===== src/hw/rtl/pcpsb_pkg.sv =====
// Package for the polar scan binner: widths, codes, state type and arctangent table.
// Used by every file in hw/rtl; depends on nothing.
package pcpsb_pkg;

    localparam int NUM_BINS_DEF = 181;
    localparam int COORD_W      = 18;
    localparam int RANGE_W      = 18;
    localparam int CH_W         = 8;
    localparam int CHSEL_W      = 9;
    localparam int BINNUM_W     = 8;
    localparam int CFG_IDX_W    = 2;
    localparam int CFG_DATA_W   = 18;
    localparam int SQ_W         = 36;
    localparam int CRD_W        = 42;
    localparam int ANG_W        = 27;
    localparam int CRD_STEPS    = 23;
    localparam int STEP_W       = 5;
    localparam int SQRT_STEPS   = 18;
    localparam int PRESCALE_SH  = 20;
    localparam int ANG_FRAC     = 24;

    localparam logic [RANGE_W-1:0] RESET_RANGE = 18'd160000;
    localparam logic signed [CHSEL_W-1:0] RESET_CHSEL = -9'sd1;

    localparam logic [CFG_IDX_W-1:0] REG_CHANNEL_SELECT = 2'd0;
    localparam logic [CFG_IDX_W-1:0] REG_EMPTY_RANGE    = 2'd1;

    localparam logic signed [ANG_W-1:0] ANG_PI      = 27'sd16777216;
    localparam logic signed [ANG_W-1:0] ANG_HALF_PI = 27'sd8388608;

    typedef enum logic [1:0] {
        ACT_CLEAR = 2'd0,
        ACT_ADD   = 2'd1,
        ACT_READ  = 2'd2,
        ACT_NONE  = 2'd3
    } action_t;

    typedef enum logic [3:0] {
        S_IDLE,
        S_PREP,
        S_SQY,
        S_CORDIC,
        S_SCALE,
        S_DECIDE,
        S_RD,
        S_WR,
        S_RDA,
        S_OUT
    } state_t;

    function automatic logic [ANG_W-1:0] atan_lookup(input logic [STEP_W-1:0] i);
        logic [ANG_W-1:0] t;
        case (i)
            5'd0:    t = 27'd4194304;
            5'd1:    t = 27'd2476042;
            5'd2:    t = 27'd1308273;
            5'd3:    t = 27'd664100;
            5'd4:    t = 27'd333339;
            5'd5:    t = 27'd166832;
            5'd6:    t = 27'd83436;
            5'd7:    t = 27'd41721;
            5'd8:    t = 27'd20861;
            5'd9:    t = 27'd10430;
            5'd10:   t = 27'd5215;
            5'd11:   t = 27'd2608;
            5'd12:   t = 27'd1304;
            5'd13:   t = 27'd652;
            5'd14:   t = 27'd326;
            5'd15:   t = 27'd163;
            5'd16:   t = 27'd81;
            5'd17:   t = 27'd41;
            5'd18:   t = 27'd20;
            5'd19:   t = 27'd10;
            5'd20:   t = 27'd5;
            5'd21:   t = 27'd3;
            5'd22:   t = 27'd1;
            default: t = 27'd0;
        endcase
        return t;
    endfunction

endpackage


===== src/hw/rtl/pcpsb_isqrt.sv =====
// Iterative floor square root, one result bit per cycle.
// Depends on pcpsb_pkg.
module pcpsb_isqrt
    import pcpsb_pkg::*;
(
    input  logic               clk,
    input  logic               rst_n,
    input  logic               start,
    input  logic [SQ_W-1:0]    n,
    output logic               done,
    output logic [RANGE_W-1:0] root
);
    logic [SQ_W-1:0] rem_reg, rem_next;
    logic [SQ_W-1:0] r_reg, r_next;
    logic [SQ_W-1:0] bit_reg, bit_next;
    logic [STEP_W-1:0] cnt_reg, cnt_next;
    logic busy_reg, busy_next;
    logic [SQ_W-1:0] trial;

    assign trial = r_reg + bit_reg;

    always_comb
    begin
        rem_next  = rem_reg;
        r_next    = r_reg;
        bit_next  = bit_reg;
        cnt_next  = cnt_reg;
        busy_next = busy_reg;
        if (start)
        begin
            rem_next  = n;
            r_next    = '0;
            bit_next  = {2'b01, {(SQ_W-2){1'b0}}};
            cnt_next  = '0;
            busy_next = 1'b1;
        end
        else if (busy_reg)
        begin
            if (rem_reg >= trial)
            begin
                rem_next = rem_reg - trial;
                r_next   = (r_reg >> 1) + bit_reg;
            end
            else
            begin
                r_next = r_reg >> 1;
            end
            bit_next = bit_reg >> 2;
            cnt_next = cnt_reg + 5'd1;
            if (cnt_reg == STEP_W'(SQRT_STEPS - 1))
            begin
                busy_next = 1'b0;
            end
        end
    end

    always_ff @(posedge clk or negedge rst_n)
    begin
        if (!rst_n)
        begin
            busy_reg <= 1'b0;
            cnt_reg  <= '0;
        end
        else
        begin
            busy_reg <= busy_next;
            cnt_reg  <= cnt_next;
        end
    end

    always_ff @(posedge clk)
    begin
        rem_reg <= rem_next;
        r_reg   <= r_next;
        bit_reg <= bit_next;
    end

    assign done = !busy_reg;
    assign root = r_reg[RANGE_W-1:0];

`ifndef SYNTHESIS
    a_cnt_bound: assert property (@(posedge clk) disable iff (!rst_n)
        busy_reg |-> cnt_reg < STEP_W'(SQRT_STEPS))
        else $error("sqrt step count overran");
    a_start_busy: assert property (@(posedge clk) disable iff (!rst_n)
        start |=> busy_reg && cnt_reg == '0)
        else $error("sqrt did not start");
    a_finish: assert property (@(posedge clk) disable iff (!rst_n)
        $fell(busy_reg) |-> $past(cnt_reg) == STEP_W'(SQRT_STEPS - 1))
        else $error("sqrt finished early");
`endif

endmodule


===== config.mk =====
export PLATFORM = sky130hd
export DESIGN_NAME = pcpsb_isqrt
export DESIGN_NICKNAME = d
export VERILOG_FILES = /design/src/hw/rtl/pcpsb_pkg.sv /design/src/hw/rtl/pcpsb_isqrt.sv
export SDC_FILE = /design/constraint.sdc
export NUM_CORES = 1
export LEC_CHECK = 0
export ABC_AREA = 1
export BUFFER_PORTS_ARGS = -buffer_cell sky130_fd_sc_hd__clkbuf_2
export CORE_ASPECT_RATIO = 0.7
export CORE_MARGIN = 2
export CORE_UTILIZATION = 52
export DETAILED_ROUTE_END_ITERATION = 8
export HOLD_SLACK_MARGIN = 0.1
export PLACE_DENSITY = 0.72
export SETUP_SLACK_MARGIN = 0.1
export SYNTH_ARGS = -nofsm -noshare
export SYNTH_HDL_FRONTEND = slang
export SYNTH_SLANG_ARGS = --single-unit

===== constraint.sdc =====
create_clock -name clk -period 5.1 [get_ports clk]
set_input_delay 1.275 -clock clk [delete_from_list [all_inputs] [get_ports clk]]
set_output_delay 1.275 -clock clk [all_outputs]
set_load 0.02 [all_outputs]

==> impl_metrics.csv, run 1 <==
group,metric,value,unit
die,fp.dieW,170,um
job,cap_violations,0,
clock_network,clock-sinks,96,
synth,synthesis.area,10000,um^2
synth,ys_seq_area_share,23.1,%
sta,fin_crit_sh,86.9,%
sta,worstMarginPinSlew,0.927,ns
synth,yosysWarnings,0,
die,fp.dieH,120,um
sta,fin_crit,4.43,ns
drt,dr_total_vias,10900,
grt,antenna_found_initial,0,
setup_path,crit_top_cell,"nand2_1",
sta,setup_violations,0,
die,dieArea,20400,um^2
grt,grt_pass1_wl,49400,um
grt,grt_pass1_vias,9319,
setup_path,crit_required,5.15,ns
clock_network,cts_setup_buffers,0,
synth,syn-num-nets,1778,
sta,relSlewSlack,38.1,%
grt,gr-total-overflow,0,
finish,diodes,0,
clock_network,numCtsBuffers,9,
clock_network,hold_buffers,0,
sta,timing.fmax,0.226,GHz
clock_network,ctsRootBufferMaster,"clkbuf_16",
place,dpl.hpwl,25300,um
synth,synth_edf_count,36,
finish,area_growth,7.03,%
grt,grt_start_max_net_pins,52,
power,powerDensity,532,nW/um^2
synth,synth_cells,1662,
sta,rsz0062_at_grt,"false",
status,status,"completed",
hold_path,hold_path.class,"flip-flop to flip-flop",
die,ios,58,
die,core-area,18900,um^2
sta,slew_violations,0,
drt,drt_iter0_markers,1521,
setup_path,cp.arrival,4.48,ns
drt,remaining_drc_errors,0,
clock_network,cts_tree,"done",
setup_path,crit_chain,"ha_1, ha_1, nand2_1, a21oi_1, a21boi_0, o21ai_2, nand3_1, nand2_1, nand2_1, nand3_1, nand2_1, ha_1, nand2_1, inv_1, nand3_1, nor2_2, and3_1, nand2_2, a31oi_4, buf_12",
clock_network,cts_resized,0,
drt,ant_nets,0,
setup_path,slowest_delay,0.38,ns
clock_network,clock_path_buffers,2,
grt,grt_usage,30.7,%
place,gp_congestion,1.02,
drt,drt-pass1-iter-count,6,
synth,async_flop_share,6.25,%
power,p_leak,5.03,nW
clock_network,insertion_delay,0.37,ns
drt,routed_via_density,5.60,
synth,avgSynthCellArea,6.03,um^2
die,rows,42,
finish,layout-drive-gt1-share,7.07,%
setup_path,crit_path_end_kind,"flip-flop",
drt,wirelength,31700,um
drt,wl_per_cell,16.3,um
die,initial_core_util,53.1,%
finish,fillers,1938,
setup_path,critPathLaunchType,"flip-flop",
setup_path,crit_family,"simple AND/OR/NAND/NOR gates",
setup_path,crit_slowest_cell,"dfxtp_1",
sta,finalSetupTns,0,ns
setup_path,crit_buf_inv,2,
setup_path,path_class,"flip-flop to flip-flop",
place,io_buffers,57,
finish,fin_util,56.8,%
synth,yosys_most_used_dff,"dfxtp_1",
sta,fin_skew,0.0138,ns
power,ir_worst_vdd,0.000257,V
synth,synth_cell_type_count,46,
clock_network,h-tree-depth,3,
clock_network,clk_pin_slew,0.08,ns
finish,final_nets,1809,
setup_path,cp_max_fo,36,
synth,synth_seq_cells,96,
sta,finalHoldViolations,0,
==> final cells by class <==
class	count	area, um^2	area share, %
well taps	242	303	2.82
clock buffers	9	225	2.10
inverters	226	848	7.91
clock inverters	7	72.6	0.677
repair buffers	68	380	3.55
multi-input cells	1292	6580	61.4
flip-flops and latches	96	2310	21.6
==> per-layer routing <==
| metal | GRT usage, % | share of wire, % | routed length (um) | up-vias |
|---|---|---|---|---|
| li1 | - | - | - | 5448 |
| met1 | 48.7 | 50 | 15800 | 4904 |
| met2 | 41.7 | 38 | 12200 | 485 |
| met3 | 7.62 | 11 | 3340 | 32 |
| met4 | 4.91 | 1.2 | 373 | 0 |
| met5 | 0 | 0 | 0 | - |
==> worst paths after layout <==
path	startpoint	end	slack [ns]	depth (start not counted)
setup / recovery	r_reg[0]$_SDFFE_PP0P_	rem_reg[25]$_DFFE_PP_	0.67	20
hold / removal	cnt_reg[4]$_DFFE_PN0P_	cnt_reg[4]$_DFFE_PN0P_	0.47	1
setup reg to reg	r_reg[0]$_SDFFE_PP0P_	rem_reg[25]$_DFFE_PP_	0.67	20
hold reg to reg	cnt_reg[4]$_DFFE_PN0P_	cnt_reg[4]$_DFFE_PN0P_	0.47	1
max in group asynchronous	rst_n	cnt_reg[2]$_DFFE_PN0P_	4.22	1
min in group asynchronous	rst_n	cnt_reg[1]$_DFFE_PN0P_	0.72	1
==> stage by stage <==
stage | cells | area (um^2) | power (mW) | setup slack (ns) | hold WS, ns
finish | 1940 | 10700 | 5.70 | 0.668 | 0.474
global route | 1940 | 10700 | 6.21 | 0.349 | 0.485
CTS | 1940 | 10700 | 5.62 | 0.692 | 0.471
detailed placement | 1924 | 10400 | 4.89 | 0.736 | 0.461
global placement | 1924 | 10400 | 4.84 | 0.799 | 0.451
floorplan | 1662 | 10000 | 4.08 | 0.603 | 0.436
==> Yosys cell counts, types with 3 or more instances <==
cell type | number | area [um^2]
nand2_1 | 567 | 2130
inv_1 | 219 | 822
nand3_1 | 173 | 866
nor2_1 | 138 | 518
a21oi_1 | 84 | 420
ha_1 | 76 | 951
o21ai_0 | 74 | 370
dfxtp_1 | 54 | 1080
edfxtp_1 | 36 | 1080
xor2_1 | 21 | 184
nand4_1 | 19 | 119
o22ai_1 | 19 | 119
buf_4 | 18 | 135
xnor2_1 | 18 | 158
nand3b_1 | 15 | 113
nor3_1 | 15 | 75.1
or2_2 | 15 | 93.8
clkbuf_1 | 13 | 48.8
o21ai_1 | 10 | 50.1
o21bai_1 | 10 | 75.1
buf_2 | 7 | 35.0
dfrtp_1 | 6 | 150
a21o_1 | 5 | 37.5
buf_1 | 5 | 18.8
buf_6 | 5 | 56.3
inv_2 | 5 | 18.8
o21a_1 | 4 | 30.0
nor2_2 | 3 | 18.8
nor2_4 | 3 | 33.8
nor4_1 | 3 | 18.8
==> report_power, final <==
group          switching (mW)  leakage, nW  internal, mW  total [mW]
Combinational            2.41         3.99          1.25        3.66
Clock                   0.367        0.145         0.348       0.715
Sequential              0.212        0.891          1.11        1.32
==> cell families (layout without fill, tap and decap cells) <==
| family | after synthesis | count (layout) | synth area share [%] |
|---|---|---|---|
| compound gates | 216 | 216 | 11.8 |
| buf+inv | 274 | 310 | 11.4 |
| flops | 96 | 96 | 23.1 |
| simple gates | 960 | 960 | 40.6 |
| fa+ha+maj | 77 | 77 | 9.69 |
| xor+xnor | 39 | 39 | 3.41 |
==> placed cells by master, fill, tap and decap left out, types with 3 or more instances in the layout <==
cell and count:
nand2_1 567, inv_1 219, nand3_1 173, nor2_1 137
a21oi_1 84, ha_1 76, o21ai_0 74, clkbuf_2 57
dfxtp_1 54, edfxtp_1 36, xor2_1 21, nand4_1 19
o22ai_1 19, xnor2_1 18, nor3_1 15, nand3b_1 15
or2_2 15, o21ai_1 10, o21bai_1 10, buf_4 10
clkbuf_16 9, dfrtp_1 6, a21o_1 5, inv_2 5
o21a_1 4, nor2_2 4, nor4_1 3, nor2_4 3
inv_8 3
(Power assumes the default switching activity.)
==> run 2: changes to the inputs <==
--- a/config.mk
+++ b/config.mk
@@ -7,12 +7,11 @@
 export LEC_CHECK = 0
 export ABC_AREA = 1
 export BUFFER_PORTS_ARGS = -buffer_cell sky130_fd_sc_hd__clkbuf_2
-export CORE_ASPECT_RATIO = 0.7
 export CORE_MARGIN = 2
 export CORE_UTILIZATION = 52
 export DETAILED_ROUTE_END_ITERATION = 8
 export HOLD_SLACK_MARGIN = 0.1
-export PLACE_DENSITY = 0.72
+export PLACE_DENSITY = 0.78
 export SETUP_SLACK_MARGIN = 0.1
 export SYNTH_ARGS = -nofsm -noshare
 export SYNTH_HDL_FRONTEND = slang
==> run 2 against run 1 <==
Effect of this change:
- sequential cell count unchanged
- total power decreased by 0.67%
- sequential share of layout area about the same
- largest cell class unchanged
==> impl_metrics.csv, run 2 (synthesis results as in run 1) <==
group,metric,value,unit
clock_network,clock-sinks,96,
job,cap_violations,0,
sta,slew_violations,0,
clock_network,cts_resized,0,
clock_network,cts_tree,"done",
die,fp.dieW,143,um
clock_network,h-tree-depth,3,
status,status,"completed",
setup_path,rrSetupSlack,0.79,ns
grt,antenna_found_initial,0,
finish,final_nets,1807,
drt,wirelength,31100,um
power,ir_worst_vdd,0.000300,V
die,core-area,18800,um^2
die,initial_core_util,53.2,%
place,io_buffers,57,
power,p_leak,5.01,nW
finish,fin_area,10700,um^2
die,dieArea,20400,um^2
sta,finalHoldViolations,0,
power,powerDensity,528,nW/um^2
die,fp.dieH,143,um
die,rows,50,
sta,fin_crit_sh,84.5,%
clock_network,ctsRootBufferMaster,"clkbuf_16",
clock_network,insertion_delay,0.37,ns
setup_path,crit_path_end_kind,"flip-flop",
sta,fin_skew,0.0129,ns
sta,relSlewSlack,42.6,%
sta,hold_slack,0.478,ns
grt,gr-total-overflow,0,
sta,finalSetupTns,0,ns
place,postPlaceCellArea,10400,um^2
setup_path,crit_top_cell,"nand2_1",
sta,setup_violations,0,
clock_network,hold_buffers,0,
setup_path,cp_max_fo,36,
setup_path,path_class,"flip-flop to flip-flop",
clock_network,clock_path_buffers,2,
grt,grt_usage,31.0,%
drt,remaining_drc_errors,0,
setup_path,crit_required,5.15,ns
place,gp_congestion,0.963,
grt,grt_pass1_wl,49700,um
drt,drt_iter0_markers,844,
drt,routed_via_density,5.55,
setup_path,cp.arrival,4.36,ns
grt,grt_pass1_vias,10200,
hold_path,hold_path.class,"flip-flop to flip-flop",
setup_path,crit_slowest_cell,"dfxtp_1",
finish,area_growth,7.02,%
clock_network,numCtsBuffers,9,
clock_network,clk_pin_slew,0.08,ns
finish,final_cell_mix,"567 x nand2_1, 219 x inv_1, 173 x nand3_1, 137 x nor2_1, 84 x a21oi_1",
grt,grt_start_max_net_pins,52,
drt,dr_total_vias,10900,
finish,final_common_cell,"nand2_1",
drt,ant_nets,0,
clock_network,cts_setup_buffers,0,
setup_path,slowest_delay,0.57,ns
finish,layout-drive-gt1-share,6.96,%
sta,worstMarginPinSlew,0.860,ns
sta,fin_crit,4.31,ns
setup_path,critPathLaunchType,"flip-flop",
sta,rsz0062_at_grt,"false",
drt,wl_per_cell,15.9,um
drt,drt-pass1-iter-count,6,
die,ios,58,
setup_path,crit_chain,"ha_1, nand2_1, nor2_1, a21oi_1, nand2_1, a21o_1, nand2_1, nand2_1, xor2_1, ha_1, nand2_1, inv_1, nand3_1, nor2_2, and3_1, nand2_2, a31oi_4, buf_12",
sta,timing.fmax,0.232,GHz
place,dpl.hpwl,24700,um
finish,diodes,0,
-- run 2: cell count changes in the layout (fill, tap and decap cells not counted) --
cell | before | now
buf_4 | 10 | 8
inv_6 | 0 | 1
clkinvlp_4 | 1 | 2
clkinv_8 | 1 | 0
inv_8 | 3 | 1
clkbuf_8 | 0 | 1
-- run 2: worst max-delay path, delay by kind of cell, from the launching register on --
| family | cells | cell delay, ns |
|---|---|---|
| DFF | 1 | 0.57 |
| adders and majority gates | 2 | 0.75 |
| and+or+nand+nor | 10 | 1.43 |
| AOI/OAI and AO/OA | 3 | 0.69 |
| buffers and inverters | 2 | 0.35 |
| xor gates and xnor gates | 1 | 0.18 |
-- run 2: final timing paths --
path	from	to	depth (start not counted)
max	r_reg[8]$_SDFFE_PP0P_	rem_reg[0]$_DFFE_PP_	18
min	cnt_reg[4]$_DFFE_PN0P_	cnt_reg[4]$_DFFE_PN0P_	1
max reg2reg	r_reg[8]$_SDFFE_PP0P_	rem_reg[0]$_DFFE_PP_	18
min reg2reg	cnt_reg[4]$_DFFE_PN0P_	cnt_reg[4]$_DFFE_PN0P_	1
max in group asynchronous	rst_n	busy_reg$_DFF_PN0_	1
min in group asynchronous	rst_n	cnt_reg[0]$_DFFE_PN0P_	1
-- run 2: layer usage --
| metal | vias to the layer above | track usage (%) | part of all wire (%) |
|---|---|---|---|
| met1 | 4907 | 39.5 | 43 |
| met2 | 441 | 53.9 | 47 |
| met4 | 0 | 12.0 | 3.4 |
| met5 | - | 0 | 0 |
| li1 | 5443 | - | - |
| met3 | 65 | 3.05 | 6.5 |
-- run 2: layout make-up --
class,instances,area [um^2]
repair buffers,66,365
clock inverters,6,50.0
well taps,260,325
fillers,1933,8110
flip-flops and latches,96,2310
multi-input cells,1292,6580
inverters,226,848
clock buffers,10,239
-- run 2: power breakdown --
part | internal [mW] | total [mW] | switching [mW]
Sequential | 1.11 | 1.33 | 0.223
Clock | 0.352 | 0.699 | 0.347
Combinational | 1.25 | 3.63 | 2.38
-- run 2: through the flow --
| step | worst slack, ns | total power, mW | std cells | utilization [%] |
|---|---|---|---|---|
| finish | 0.788 | 5.66 | 1956 | 56.9 |
| global route | 0.510 | 6.16 | 1956 | 56.9 |
| CTS | 0.896 | 5.59 | 1956 | 56.9 |
| detailed placement | 0.919 | 4.88 | 1940 | 55.4 |
| global placement | 0.905 | 4.82 | 1940 | 55.4 |
| floorplan | 0.603 | 4.08 | 1662 | - |
==> run 3: changes to the inputs <==
--- a/config.mk
+++ b/config.mk
@@ -5,13 +5,13 @@
 export SDC_FILE = /design/constraint.sdc
 export NUM_CORES = 1
 export LEC_CHECK = 0
-export ABC_AREA = 1
+export ABC_AREA = 0
 export BUFFER_PORTS_ARGS = -buffer_cell sky130_fd_sc_hd__clkbuf_2
 export CORE_MARGIN = 2
 export CORE_UTILIZATION = 52
 export DETAILED_ROUTE_END_ITERATION = 8
 export HOLD_SLACK_MARGIN = 0.1
-export PLACE_DENSITY = 0.78
+export PLACE_DENSITY = 0.79
 export SETUP_SLACK_MARGIN = 0.1
 export SYNTH_ARGS = -nofsm -noshare
 export SYNTH_HDL_FRONTEND = slang
==> constraint.sdc (replaced) <==
create_clock -name clk -period 3.8 [get_ports clk]
set_input_delay 0.95 -clock clk [delete_from_list [all_inputs] [get_ports clk]]
set_output_delay 0.95 -clock clk [all_outputs]
set_load 0.02 [all_outputs]
==> run 3 against run 2 <==
Effect of this change:
- the flow now finishes with violations (setup timing)
- core utilization is 18 points higher
- sequential share of layout area is 1.3 points lower
- synthesized area fell by 19%
==> impl_metrics.csv, run 3 <==
group,metric,value,unit
synth,syn-num-nets,1104,
sta,setup_violations,94,
die,dieArea,16700,um^2
setup_path,cp.arrival,5.00,ns
sta,slew_violations,0,
sta,fin_crit,4.69,ns
finish,fillers,955,
setup_path,critPathLaunchType,"flip-flop",
clock_network,hold_buffers,0,
synth,synth_cell_type_count,68,
sta,fin_crit_sh,124,%
setup_path,crit_family,"compound AO/OA/AOI/OAI gates",
hold_path,hold_path.class,"primary input to asynchronous set/reset pin",
power,p_int,4.99,mW
synth,synth_top_area_cell,"dfxtp_1",
setup_path,path_class,"flip-flop to flip-flop",
clock_network,clk_pin_slew,0.08,ns
sta,relSlewSlack,35.8,%
drt,drt_iter0_markers,1114,
finish,multiInputGateArea,6200,um^2
setup_path,crit_path_end_kind,"flip-flop",
power,clkPwrFrac,11.4,%
setup_path,cp_max_fo,11,
clock_network,clock_path_buffers,2,
sta,finalSetupTns,-63.44,ns
setup_path,crit_chain,"ha_4, buf_6, a21o_1, a31o_2, a31o_4, a211o_1, a21oi_2, nor2_1, o21ai_0, xor2_1, ha_1, nand4_1, nor2_2, nand2_1, a31oi_2, a211oi_2, o31a_4, buf_12, a2111oi_1, a31oi_1, a21oi_1",
finish,final_cell_mix,"205 x buf_4, 102 x nand2_1, 87 x nor2_1, 70 x ha_1, 56 x clkbuf_2",
die,fp.dieW,129,um
grt,gr-total-overflow,0,
power,total_power,8.81,mW
power,powerDensity,770,nW/um^2
place,gp_congestion,0.908,
drt,dr_total_vias,9164,
sta,worstMarginPinSlew,0.963,ns
die,ios,58,
setup_path,crit_required,4.10,ns
setup_path,crit_slowest_cell,"a2111oi_1",
setup_path,slowest_delay,0.40,ns
finish,fin_util,75.0,%
place,dpl.hpwl,16600,um
power,pwr-share-comb,70.4,%
synth,ys_seq_area_share,28.4,%
drt,wirelength,29000,um
status,status,"complete, but fails checks",
sta,fin_skew,0.0116,ns
status,violations,"setup timing",
synth,synth_commonest_cells,"110 x nand2_1, 97 x nor2_1, 76 x ha_1, 76 x o21ai_0, 59 x a21oi_1",
finish,final_common_cell,"buf_4",
power,switching_power,3.81,mW
power,p_leak,5.00,nW
setup_path,rr_endpoint,"r_reg[10]$_SDFFE_PP0P_",
place,io_buffers,57,
synth,yosys_most_used_dff,"dfxtp_1",
grt,grt_pass1_wl,40200,um
drt,ant_nets,0,
synth,synth_top_area_share,13.3,%
grt,antenna_found_initial,0,
finish,area_growth,40.5,%
power,ir_worst_vdd,0.000454,V
setup_path,rrSetupSlack,-0.89,ns
synth,yosysWarnings,0,
synth,synth_edf_count,36,
clock_network,insertion_delay,0.38,ns
power,seqPwrFrac,18.2,%
die,rows,45,
clock_network,ctsRootBufferMaster,"clkbuf_16",
clock_network,cts_tree,"done",
synth,netlist_top_cells_area,"dfxtp_1 13%, edfxtp_1 13%, ha_1 12%, nand2_1 5.1%, xor2_1 4.8%",
drt,routed_via_density,6.34,
finish,final_nets,1345,
synth,synth_cells,988,
sta,fin_ws,-0.893,ns
synth,synthesis.area,8140,um^2
synth,synth.most_common_cell,"nand2_1",
finish,diodes,0,
grt,grt_pass1_vias,8493,
grt,grt_usage,30.1,%
drt,drt-pass1-iter-count,9,
power,swShare,43.3,%
grt,grt_start_max_net_pins,81,
die,core-area,15300,um^2
die,initial_core_util,53.4,%
job,cap_violations,0,
synth,async_flop_share,6.25,%
sta,rsz0062_at_grt,"true",
drt,remaining_drc_errors,0,
sta,timing.fmax,0.213,GHz
setup_path,rr_worst_depth,21,
sta,finalHoldViolations,0,
drt,wl_per_cell,20.1,um
setup_path,crit_buf_inv,2,
clock_network,clock-sinks,96,
synth,synth_seq_cells,96,
setup_path,r2r_start,"r_reg[2]$_SDFFE_PP0P_",
clock_network,h-tree-depth,3,
finish,layout-drive-gt1-share,35.9,%
synth,avgSynthCellArea,8.24,um^2
clock_network,numCtsBuffers,9,
finish,final-seq-area,2320,um^2
die,fp.dieH,129,um
==> run 3: worst max-delay path by stage <==
| stage | start | endpoint | slack, ns | cells after the start |
|---|---|---|---|---|
| 3_5_place_dp | bit_reg[2]$_SDFFE_PP0P_ | r_reg[14]$_SDFFE_PP0P_ | -0.74 | 20 |
| 3_3_place_gp | bit_reg[2]$_SDFFE_PP0P_ | r_reg[14]$_SDFFE_PP0P_ | -0.60 | 20 |
| 6_report | r_reg[2]$_SDFFE_PP0P_ | r_reg[10]$_SDFFE_PP0P_ | -0.89 | 21 |
| 5_1_grt | r_reg[2]$_SDFFE_PP0P_ | r_reg[10]$_SDFFE_PP0P_ | -1.02 | 21 |
| 4_1_cts | bit_reg[2]$_SDFFE_PP0P_ | rem_reg[31]$_DFFE_PP_ | -0.65 | 20 |
| 2_1_floorplan | r_reg[2]$_SDFFE_PP0P_ | rem_reg[0]$_DFFE_PP_ | -0.95 | 21 |
==> run 3: kinds of logic (layout without fill, tap and decap cells) <==
logic type / Yosys count / in the layout / synth area share (%)
AO/OA/AOI/OAI: 315 / 315 / 25.4
AND/OR/NAND/NOR: 303 / 303 / 16.8
flip-flops: 96 / 96 / 28.4
multiplexers: 29 / 29 / 3.58
adder cells (fa/ha/maj): 77 / 77 / 11.9
XOR/XNOR: 82 / 82 / 8.82
buffers and inverters: 86 / 332 / 5.05
==> run 3: stage by stage <==
step | worst slack [ns] | instance area (um^2) | std cells | hold WS, ns
after floorplan | -0.946 | 8330 | 988 | 0.481
after global placement | -0.602 | 10000 | 1383 | 0.517
after detailed placement | -0.738 | 10000 | 1383 | 0.535
after CTS | -0.650 | 10800 | 1425 | 0.394
after global routing | -1.02 | 11400 | 1445 | 0.382
final | -0.893 | 11400 | 1445 | 0.386
==> run 3: power groups by stage <==
stage	combinational [mW]	clock, mW	sequential, mW
CTS	4.98	0.993	1.58
global route	6.55	1.04	1.61
global placement	4.27	0	1.59
floorplan	2.75	0	1.55
finish	6.20	1.01	1.60
detailed placement	4.39	0	1.60
==> run 3: per-layer routing <==
layer	GRT usage [%]	vias up	part of all wire [%]
met4	18.8	0	6.9
li1	-	4110	-
met2	52.8	557	48
met5	0	-	0
met1	34.3	4320	37
met3	4.75	177	7.7
==> run 3: worst reg2reg max path: stages, from the launching register on <==
cell       delay [ns]
dfxtp_2          0.34
ha_4             0.25
buf_6            0.11
a21o_1           0.17
a31o_2           0.26
a31o_4           0.27
a211o_1          0.32
a21oi_2          0.17
nor2_1           0.07
o21ai_0          0.22
xor2_1           0.12
ha_1             0.36
nand4_1          0.16
nor2_2           0.16
nand2_1          0.09
a31oi_2          0.19
a211oi_2         0.09
o31a_4           0.35
buf_12           0.17
a2111oi_1        0.41
a31oi_1          0.15
a21oi_1          0.20
==> run 3: what timing repair did <==
action | in CTS | in global routing
setup endpoints to repair | 95 | 97
hold endpoints to repair | 0 | 0
pin swaps | 54 | 44
resized for setup | 78 | 103
setup buffers | 26 | 20
gates cloned | 1 | 3
==> run 3: cell type report <==
cell class | count | area share (%)
clock inverters | 7 | 0.744
multi-input cells | 806 | 54.2
well taps | 211 | 2.31
flip-flops and latches | 96 | 20.3
inverters | 21 | 0.711
repair buffers | 295 | 19.8
clock buffers | 9 | 1.97
